### config.mk
export PLATFORM = sky130hd
export DESIGN_NAME = pms_queue
export DESIGN_NICKNAME = d
export VERILOG_FILES = /design/src/rtl/pms_pkg.sv /design/src/rtl/pms_queue.sv
export SDC_FILE = /design/constraint.sdc
export NUM_CORES = 1
export LEC_CHECK = 0
export BUFFER_PORTS_ARGS = -buffer_cell sky130_fd_sc_hd__buf_2
export CORE_MARGIN = 2
export CORE_UTILIZATION = 45
export DETAILED_ROUTE_END_ITERATION = 7
export PLACE_DENSITY = 0.73
export REMOVE_ABC_BUFFERS = 1
export SLEW_MARGIN = 40
export SYNTH_ARGS = -nofsm -noshare
export SYNTH_HDL_FRONTEND = slang
export SYNTH_SLANG_ARGS = --single-unit
### constraint.sdc
create_clock -name i_clk -period 5.1 [get_ports i_clk]
set_clock_uncertainty 0.2 [all_clocks]
set_input_delay 0.255 -clock i_clk [delete_from_list [all_inputs] [get_ports i_clk]]
set_output_delay 0.255 -clock i_clk [all_outputs]
set_load 0.02 [all_outputs]
### src/rtl/pms_pkg.sv
// Package for the pyramid match similarity block: payload structs and constants.
// No dependencies.
package pms_pkg;

    typedef struct packed {
        logic [3:0]  level;
        logic [15:0] count_a;
        logic [15:0] count_b;
        logic        last;
    } t_in_item;

    typedef struct packed {
        logic signed [47:0] similarity_q16;
        logic               saturated;
        logic               divide_by_zero;
    } t_out_item;

    localparam int unsigned ACC_BITS = 32;
    localparam int unsigned RES_BITS = 48;
    localparam logic [4:0]  LEVELS_RESET = 5'd8;
    localparam logic        REG_LEVELS = 1'b0;
    localparam logic        REG_NORMALIZE = 1'b1;

endpackage

### src/rtl/pms_queue.sv
// Short queue between the intake stage and the accumulate/finish engine.
// Depends on pms_pkg.
module pms_queue
    import pms_pkg::*;
(
    input  logic     i_clk,
    input  logic     i_rst_n,
    input  logic     i_valid,
    output logic     o_ready,
    input  t_in_item i_item,
    output logic     o_valid,
    input  logic     i_ready,
    output t_in_item o_item
);

    t_in_item   r_mem [4];
    logic [1:0] r_wp, r_rp;
    logic [2:0] r_cnt;
    logic       w_push, w_pop;

    assign o_ready = (r_cnt != 3'd4);
    assign o_valid = (r_cnt != 3'd0);
    assign o_item  = r_mem[r_rp];
    assign w_push  = i_valid && o_ready;
    assign w_pop   = o_valid && i_ready;

    always_ff @(posedge i_clk) begin
        if (w_push) begin
            r_mem[r_wp] <= i_item;
        end
        if (!i_rst_n) begin
            r_wp  <= '0;
            r_rp  <= '0;
            r_cnt <= '0;
        end else begin
            if (w_push) r_wp <= r_wp + 2'd1;
            if (w_pop)  r_rp <= r_rp + 2'd1;
            r_cnt <= r_cnt + {2'b0, w_push} - {2'b0, w_pop};
        end
    end

endmodule

# [After elaboration in Yosys (flattened, before gate mapping)]
# Memory sizes are Yosys's and may differ from the RTL's. A register that Yosys moved wholly into a read port is not among the register bits.
# Cells that the tools add are included.
[totals] romBits=0 output_inout_bits=39 ramBits=148 ff_bits=7 inputBits=41 latch_bits=0 mem_count=1 word_cells=16
[op_classes] magnitude_cmp=0 div_mod_pow=0 n_addsub=4 bitwise=0 eq_ne=1 n_shift=0 reduce_logical=3 n_mux=4 multipliers=0
[memory_table] memory="r_mem" depth=4 word_bits=37 read_ports=1 rd_ports_with_merged_regs=1 write_ports=1 line_no="pms_queue.sv:16" text="t_in_item r_mem [4];"
[ops] operator="adder 2 x 1 -> 2 bit (second input constant)" n=2
[ops] operator="two-way mux 2 bit" n=2
[ops] operator="adder 3 x 1 -> 3 bit" n=1
[ops] operator="!= test 3 bit (second input constant)" n=1
[ops] operator="nonzero test 3 bit" n=1
[ops] operator="subtractor 3 x 1 -> 3 bit" n=1
[ops] operator="logical AND 1 bit" n=2
[ops] operator="two-way mux 1 bit" n=2

# [Depth between registers and ports, before layout]
# Gate-level depths: netlist (run 1).
[logic_depth] depth_word=4 mapped_depth=11 ltp_nobuf=11

# [Worst setup path before layout (run 1)]
# Ideal clock, no wire load.
[synth_timing] path_kind="register to register" start="register r_cnt[1]" end="register r_cnt[2]" required_time_ns=4.785 synth_period_minus_slack_ns=2.397 setup_slack_ns=2.703 t_arrival_ns=2.082 setup_time_ns=0.115 path_buffers=0 path_stages_with_launch=12 cell_sequence="dfxtp_1 -> nor2_1 -> a21boi_2 -> inv_1 -> ha_1 -> inv_1 -> ha_1 -> inv_1 -> fa_1 -> xnor2_1 -> xnor2_1 -> and2_1"
[synth_between] elab_chain_len=4 word_cells_on_any_way=6 classes_between="add/sub: 2; eq/ne: 1; reduce/logical: 3"
[synth_rtl] element="start, declared" line_no="pms_queue.sv:18" text="logic [2:0] r_cnt;"
[synth_rtl] element="start signal, assigned" line_no="pms_queue.sv:38" text="r_cnt <= r_cnt + {2'b0, w_push} - {2'b0, w_pop};"
[synth_rtl] element="!= test 3 bit" line_no="pms_queue.sv:21" text="assign o_ready = (r_cnt != 3'd4);"
[synth_rtl] element="logical AND 1 bit" line_no="pms_queue.sv:24" text="assign w_push = i_valid && o_ready;"
[synth_rtl] element="adder 3 x 1 -> 3 bit" line_no="pms_queue.sv:38"
[synth_rtl] element="subtractor 3 x 1 -> 3 bit *" line_no="pms_queue.sv:38"
# Every way passes the cells marked *; elsewhere a longest branch is shown, timed or not.
# A chain may end at the register's enable or synchronous reset.

==> metrics list, run 1 <==
* Result of the run: complete, no violations
- Largest buffer count on any clock path: 2
- Starting density of the core: 46.3%
* Power per standard cell area: 483 nW/um2
- The tree built by TritonCTS fans out to 157 sinks.
- Area Overhead vs Synth: 23.8%
- First-pass GRT wire length: 15300 um
* Number of pins exceeding their max-slew limit in the final report: 0
- H-Tree Depth: 4
* Vias: 2750
* Overflow after GRT: 0
* CP Capture Type: output port
- Clock tree from TritonCTS: done
- Via-per-instance ratio: 4.98
* I/O pin count: 80
- DIE AREA: 14000 um2
- Worst stage delay on the critical path: 750 ps
- Period utilisation layout: 56.2%
- Counting flops and latches in the post-synthesis netlist gives 157.
- For this design, the slowest cell found on the critical path is dfxtp_2.
- Number of rows in the core area: 41
* Post-route DRC: 0
* Maximum number of pins on one net before global-route repair: 38
- Number of antenna violations at the first check in global routing: 0
- The worst register-to-register path begins at r_cnt[1]$_SDFF_PN0_.
- Initial DRT Pass Iterations: 4
- Cell area after placement: 6410 um2
- Aggregate negative setup slack: 0 ps
* Nets@finish: 417
- Setup repair after global routing left no endpoint under its margin.
* Worst Setup Start Kind: flop
- Post-cts sizing count: 0
- Static leakage: 2.49 nW
- For the pin with the worst max-slew slack, the measured transition is 659 ps.
* Placer's final routability congestion estimate: 0.718
- The worst register-to-register path has a setup slack of 2510 ps.
- After synthesis, flip-flops and latches occupy 78.8% of the total area.
* Floorplan Core Area: 12700 um2
- Clock latency at the later pin of the worst-skew pair: 420 ps
- In the synthesized netlist, the number of instances is 241.
- Timing would allow up to 349 MHz.
- Final worst path period need: 2860 ps
- Die Span Y: 118 um
- Chip Width: 118 um
- The via count of the first global-routing pass came to 2968.
- Share of layout cells above drive strength 1: 35.5%
- Endpoints failing hold: 0
- The root buffer cell chosen for the clock tree is clkbuf_16.
- TritonCTS Buffers: 17
- Total routing resource utilization after global routing: 15.0%
* Average footprint of a synthesized cell: 24.3 um2
- Final WL: 9630 um
* Setup CP Type: flop to output port
- Post-Syn Area: 5870 um2
- Required time reported for the critical path endpoint: 4640 ps
- The wire-length estimate of the detail-placed layout is 5640 um.
* Fin area: 7260 um2
- The repair_antennas step left the layout with diodes totalling 0.
- The netlist uses 22 different library cells.
- At the worst endpoint, the arrival time is 2410 ps.
- Setup violations remaining at the end of the flow were counted as 0.
- Hold wc startpoint: i_valid
* Headroom to the max-slew limit: 56.1%
* WHS: 94.7 ps
- After detailed routing, the average wire length per cell comes to 17.4 um.
* Number of max-capacitance violations reported: 0
- After clock tree synthesis, the clock-pin slew on the worst setup and hold paths is 60 ps.
* Worst min-delay path class: input pin to flop
- Cells along the critical path: buf_4, mux4_1, buf_2
* Antenna-violating nets left: 0
- Along the worst path, the maximum fanout reaches 19.
* Worst vdd rail ir drop: 0.311 mV
- Count of synthesis-stage warnings from yosys: 0
- Input/output buffers: 79
- Drt initial violations: 228
[where the power goes]
part	switching, mW	total, mW	internal (mW)
clock network	0.427	1.03	0.607
registers	0.0952	1.66	1.57
logic	0.438	0.812	0.374
total	0.961	3.51	2.55
[cells in the mapped netlist (all sizes together)]
master  number  area share [%]
edfxtp     148              76
clkbuf       2            0.15
o31a         1            0.15
mux4        37              15
nor2b        3            0.32
a21boi       1            0.19
mux2i        2            0.34
fa           1            0.34
nor2         1           0.064
buf          7             1.5
ha           6             1.3
o311ai       1            0.15
dfxtp        9             3.1
nand2        5            0.32
or3          1            0.11
inv          5            0.32
xnor2        4            0.60
and2         7            0.75
[sequential cells by signal (all words and copies together) (netlist names), named ones only]
signal  flops
r_rp        2
r_mem     148
r_cnt       3
r_wp        2
[final cells by class]
class / instances / area (um2)
fillers: 987 / 5410
inverters: 5 / 18.8
multi-input cells: 70 / 1140
repair buffers: 118 / 783
flip-flops and latches: 157 / 4630
clock inverters: 5 / 20.0
well taps: 172 / 215
clock buffers: 25 / 455
[worst max-delay path: cells and delay by family (launching register included)]
family                 cells  cell delay [ps]
multiplexers               1              590
buffers and inverters      2              630
flip-flops                 1              750
[layer usage]
| layer | share of wire [%] | vias up | GRT usage, % |
|---|---|---|---|
| met5 | 0 | - | 0 |
| met4 | 2.1 | 0 | 7.45 |
| met3 | 4.6 | 18 | 4.73 |
| met2 | 51 | 70 | 23.8 |
| met1 | 43 | 1396 | 18.8 |
| li1 | - | 1266 | - |
[worst paths after layout]
path / end / cells after the start
min reg2reg: r_wp[1]$_SDFFE_PN0P_ / 2
min: r_wp[0]$_SDFFE_PN0P_ / 3
max reg2reg: r_cnt[2]$_SDFF_PN0_ / 11
max: o_item[2] / 3
[what timing repair did]
action                                 in CTS  in global routing
hold buffers                               38                  0
buffers inserted                            0                  0
endpoints found under the hold margin     157                  0
[cell usage in the layout, fill, tap and decap left out, types with 2 or more instances in the layout]
cell             n
dlygate4sd3_1   38
nor2b_1          3
inv_1            5
dfxtp_1          7
clkinv_1         4
edfxtp_1       148
buf_2           79
nand2_1          5
mux4_1           7
and2_1           3
mux2i_1          2
ha_1             6
and2_4           4
xnor2_1          4
clkbuf_16       17
mux4_2          30
clkbuf_1         8
[kinds of logic after synthesis]
| kind of cell | Yosys count | share of synthesized area, % |
|---|---|---|
| simple gates | 17 | 1.56 |
| fa+ha+maj | 7 | 1.62 |
| mux | 39 | 15.0 |
| flops | 157 | 78.8 |
| xor+xnor | 4 | 0.597 |
| buf+inv | 14 | 1.94 |
| compound gates | 3 | 0.490 |
[through the flow]
step           power (mW)  util, %  setup WS, ps  instances
2_1_floorplan        2.23        -          2260        232
6_report             3.51     57.3          2240        552
3_5_place_dp         2.50     50.6          2490        484
4_1_cts              3.56     57.3          2120        552
5_1_grt              3.67     57.3          2030        552
3_3_place_gp         2.49     50.5          2550        484
Note: power is estimated with default switching activity, not from simulation.
==> run 2: changes to the inputs <==
--- a/config.mk
+++ b/config.mk
@@ -5,11 +5,12 @@
 export SDC_FILE = /design/constraint.sdc
 export NUM_CORES = 1
 export LEC_CHECK = 0
+export ABC_AREA = 1
 export BUFFER_PORTS_ARGS = -buffer_cell sky130_fd_sc_hd__buf_2
 export CORE_MARGIN = 2
 export CORE_UTILIZATION = 45
 export DETAILED_ROUTE_END_ITERATION = 7
-export PLACE_DENSITY = 0.73
+export PLACE_DENSITY = 0.75
 export REMOVE_ABC_BUFFERS = 1
 export SLEW_MARGIN = 40
 export SYNTH_ARGS = -nofsm -noshare
==> constraint.sdc (replaced) <==
create_clock -name i_clk -period 2.6 [get_ports i_clk]
set_clock_uncertainty 0.2 [all_clocks]
set_input_delay 0.13 -clock i_clk [delete_from_list [all_inputs] [get_ports i_clk]]
set_output_delay 0.13 -clock i_clk [all_outputs]
set_load 0.02 [all_outputs]
==> run 2 against run 1 <==
Compared with the run above: highest routed layer unchanged; flip-flop and latch count is the same; non-clock buffer count increased by 15; critical path depth grew 1; clock power grew to 2.6 times the previous value; register-to-register slack got worse by 2200 ps; largest cell class unchanged; sequential power rose by 91%; global-route usage rose by 3.0 points; final cell count up 34%.
==> metrics list, run 2 <==
* Endpoints failing setup: 0
* Clock latency at the later pin of the worst-skew pair: 420 ps
- Upper clock frequency limit: 410 MHz
- Via-per-instance ratio: 5.16
* Vias: 3821
- At the end of routability-driven placement, the weighted congestion stood at 0.770.
* Total routing resource utilization after global routing: 18.0%
- Instance count after placement with tap cells included: 669
- Top cells by area, synth: edfxtp_1 (75%), nor2_1 (5.4%), o21ai_0 (3.9%), o22ai_1 (3.9%), dfxtp_1 (3.0%)
- Root buffer cell: clkbuf_16
- Actual transition at the worst max-transition pin: 742 ps
* Most frequent standard cell in the layout excluding fill and tap cells: edfxtp_1
* Post-Syn Area: 5960 um2
- In the final layout, the share of cells above drive strength 1 is 22.7%.
- Top cells by count, synth: edfxtp_1 (148), nor2_1 (86), o21ai_0 (47), o22ai_1 (37), o21ai_1 (28)
- The largest individual stage delay along the critical path comes from the cell buf_4.
- Unrepaired setup endpoints after global routing: no
* Switching component of the power: 2.31 mW
- At the worst endpoint, the required time is 2270 ps.
* Worst min-delay path class: input pin to flop
- Library cell with the largest summed area after synthesis: edfxtp_1
- The tool flagged a number of max-cap violations equal to 0.
- DIE AREA: 14200 um2
- The setup path with the least slack is of type flop to output port.
* Number of cells in the finished layout apart from fillers: 741
- The largest registers in the layout are r_mem (148), r_cnt (3).
- The core region is 13100 um2.
- Crit Path Max Fanout: 74
* Worst Setup Start Kind: flop
- Post-DR wirelength/cell: 16.5 um
- Highest-count cells in the layout ignoring fill and taps: edfxtp_1 (148), nor2_1 (82), buf_2 (79)
* Number of antenna violations at the first check in global routing: 1
- Endpoints failing hold: 0
- Final setup slack of the worst path: 159 ps
* Switching Share: 29.6%
- Synthesis produced a netlist whose cell count is 423.
* Worst vdd rail ir drop: 0.567 mV
- In this run the core area contains 42 standard-cell rows.
- The top cell type by area accounts for 74.5% of the synthesized area.
* Starting density of the core: 45.6%
* Cell Int Power: 5.49 mW
- For this run, the detailed router's first-pass iteration total came to 4.
- In this run the critical register-to-register path is launched from r_cnt[1]$_SDFF_PN0_.
- Yosys cell types: 19
- Share of flip-flops with an asynchronous set or reset: 0%
* Clock power frac: 34.8%
- Count of synthesis-stage warnings from yosys: 0
* Largest buffer count on any clock path: 2
* CP Capture Type: output port
- The final layout contains routed wiring with a total length of 12200 um.
- After layout, the minimum clock period comes to 2440 ps.
- I/O pin count: 80
- Sink Count: 157
- Part of the Yosys area used for sequential elements: 77.5%
- Register ranked first by flip-flop count: r_mem
* Power per standard cell area: 1020 nW/um2
* Number of pins exceeding their max-slew limit in the final report: 0
* Count of state elements after synthesis: 157
- For this block, the initial DRC count from the detailed router was 315.
- The via count of the first global-routing pass is 3870.
- Of the available clock period, the critical path in the final layout requires 93.9%.
- Buffers inserted during clock tree synthesis total 17.
* Combinational group share of total power: 24.6%
- Signal arrival time at the worst endpoint: 2110 ps
* H-Tree Depth: 4
* Maximum number of pins on one net before global-route repair: 75
* Number of flip-flops in the largest register: 148
* Number of enable flip-flop cells after synthesis: 148
- Summing all placed instances gives a cell area of 6620 um2.
- Buffers placed on the I/O ports in this run total 79.
* Endpoint of the worst register-to-register path: r_cnt[2]$_SDFF_PN0_
- Once detail routing completed, the nets flagged for antenna violations numbered 0.
- Register clock-pin slew on the reported worst setup and hold paths: 60 ps
- Count of antenna diodes in the layout: 0
- After routing the design area is 7680 um2.
* Util after Layout: 58.7%
* Average footprint of a synthesized cell: 14.1 um2
- Worst-case reg-to-reg path depth: 10
- The largest single stage delay on the critical path is 570 ps.
- Detailed Place HPWL: 7190 um
* Static leakage: 2.79 nW
- Sequential cells account for 40.6% of the total power.
* Headroom to the max-slew limit: 50.5%
- The first global-routing pass estimated 19300 um of wire.
- TritonCTS built the clock tree.
* Chip Width: 119 um
* Die Span Y: 119 um
- Overflow after GRT: 0
* Nets@finish: 600
- edfxtp_1 is the most common cell in the netlist.
* Capturing element of the worst setup path: o_item[5]
* Result of the run: complete, no violations
* Area Overhead vs Synth: 28.7%
- Post-route DRC: 0
- Place WS: 335 ps
- The critical path goes through buf_4, o21ai_0, o22ai_1, buf_2.
- The startpoint identified for the worst hold timing path is i_item[27].
- The worst register-to-register path has a setup slack of 330 ps.
* Most used flip-flop cell after synthesis: edfxtp_1
- Setup bufs post-CTS: 0
[run 2: cell types whose count changed after synthesis, sizes merged, moves of 11 or more]
cell   previous run  this run
nor2              1        86
o22ai             0        37
mux4             37         0
o21ai             0        75
inv               5        16
[run 2: power by group through the flow]
| stage | clock network (mW) | registers, mW | logic, mW |
|---|---|---|---|
| floorplan | 0 | 3.28 | 1.05 |
| global placement | 0 | 3.20 | 1.83 |
| detailed placement | 0 | 3.22 | 1.87 |
| finish | 2.71 | 3.17 | 1.91 |
| global route | 2.85 | 3.19 | 2.10 |
| CTS | 2.75 | 3.17 | 1.93 |
[run 2: worst min path at each step]
stage               depth (start not counted)                      to  slack, ps
floorplan                                   2     r_cnt[0]$_SDFF_PN0_         30
CTS                                         2  r_mem[0][13]$_DFFE_PP_        250
detailed placement                          1  r_mem[0][13]$_DFFE_PP_        150
finish                                      2  r_mem[2][27]$_DFFE_PP_        270
global placement                            1  r_mem[1][32]$_DFFE_PP_        140
global route                                2   r_mem[2][8]$_DFFE_PP_        270
[run 2: kinds of logic (layout without fill, tap and decap cells)]
family	count (synthesis)	count (layout)	share of synthesized area, %
adders and majority gates	7	7	1.59
buffers and inverters	39	181	3.63
AOI/OAI and AO/OA	118	118	10.8
DFF	157	157	77.5
and+or+nand+nor	102	102	6.48
[run 2: per-layer routing]
layer / global-route usage (%) / routed length [um] / share of wire (%) / vias up
li1: - / - / - / 1817
met1: 22.2 / 5420 / 44 / 1878
met4: 7.44 / 127 / 1.0 / 0
met2: 29.2 / 6000 / 49 / 113
met5: 0 / 0 / 0 / -
met3: 5.99 / 662 / 5.4 / 13
[run 2: cell type report]
class / count / area (um2)
clock buffers: 19 / 433
repair buffers: 133 / 963
multi-input cells: 227 / 1150
fillers: 1012 / 5410
well taps: 176 / 220
flip-flops and latches: 157 / 4630
inverters: 16 / 60.1
clock inverters: 13 / 220
[run 2: stage by stage]
step           hold slack, ps  TNS (ps)  total power, mW
3_5_place_dp              147         0             5.09
3_3_place_gp              141         0             5.03
5_1_grt                   268         0             8.13
6_report                  268         0             7.79
2_1_floorplan            27.6    -82670             4.33
4_1_cts                   249         0             7.84
[run 2: what timing repair did]
action                    4_1_cts  5_1_grt
gates resized for setup         0        0
hold buffers                   40        0
hold endpoints to repair      157        0
[run 2: critical path: cells and delay by family, from the launching register on]
family / cells / cell delay, ps
compound gates: 2 / 510
flops: 1 / 330
buf+inv: 2 / 790
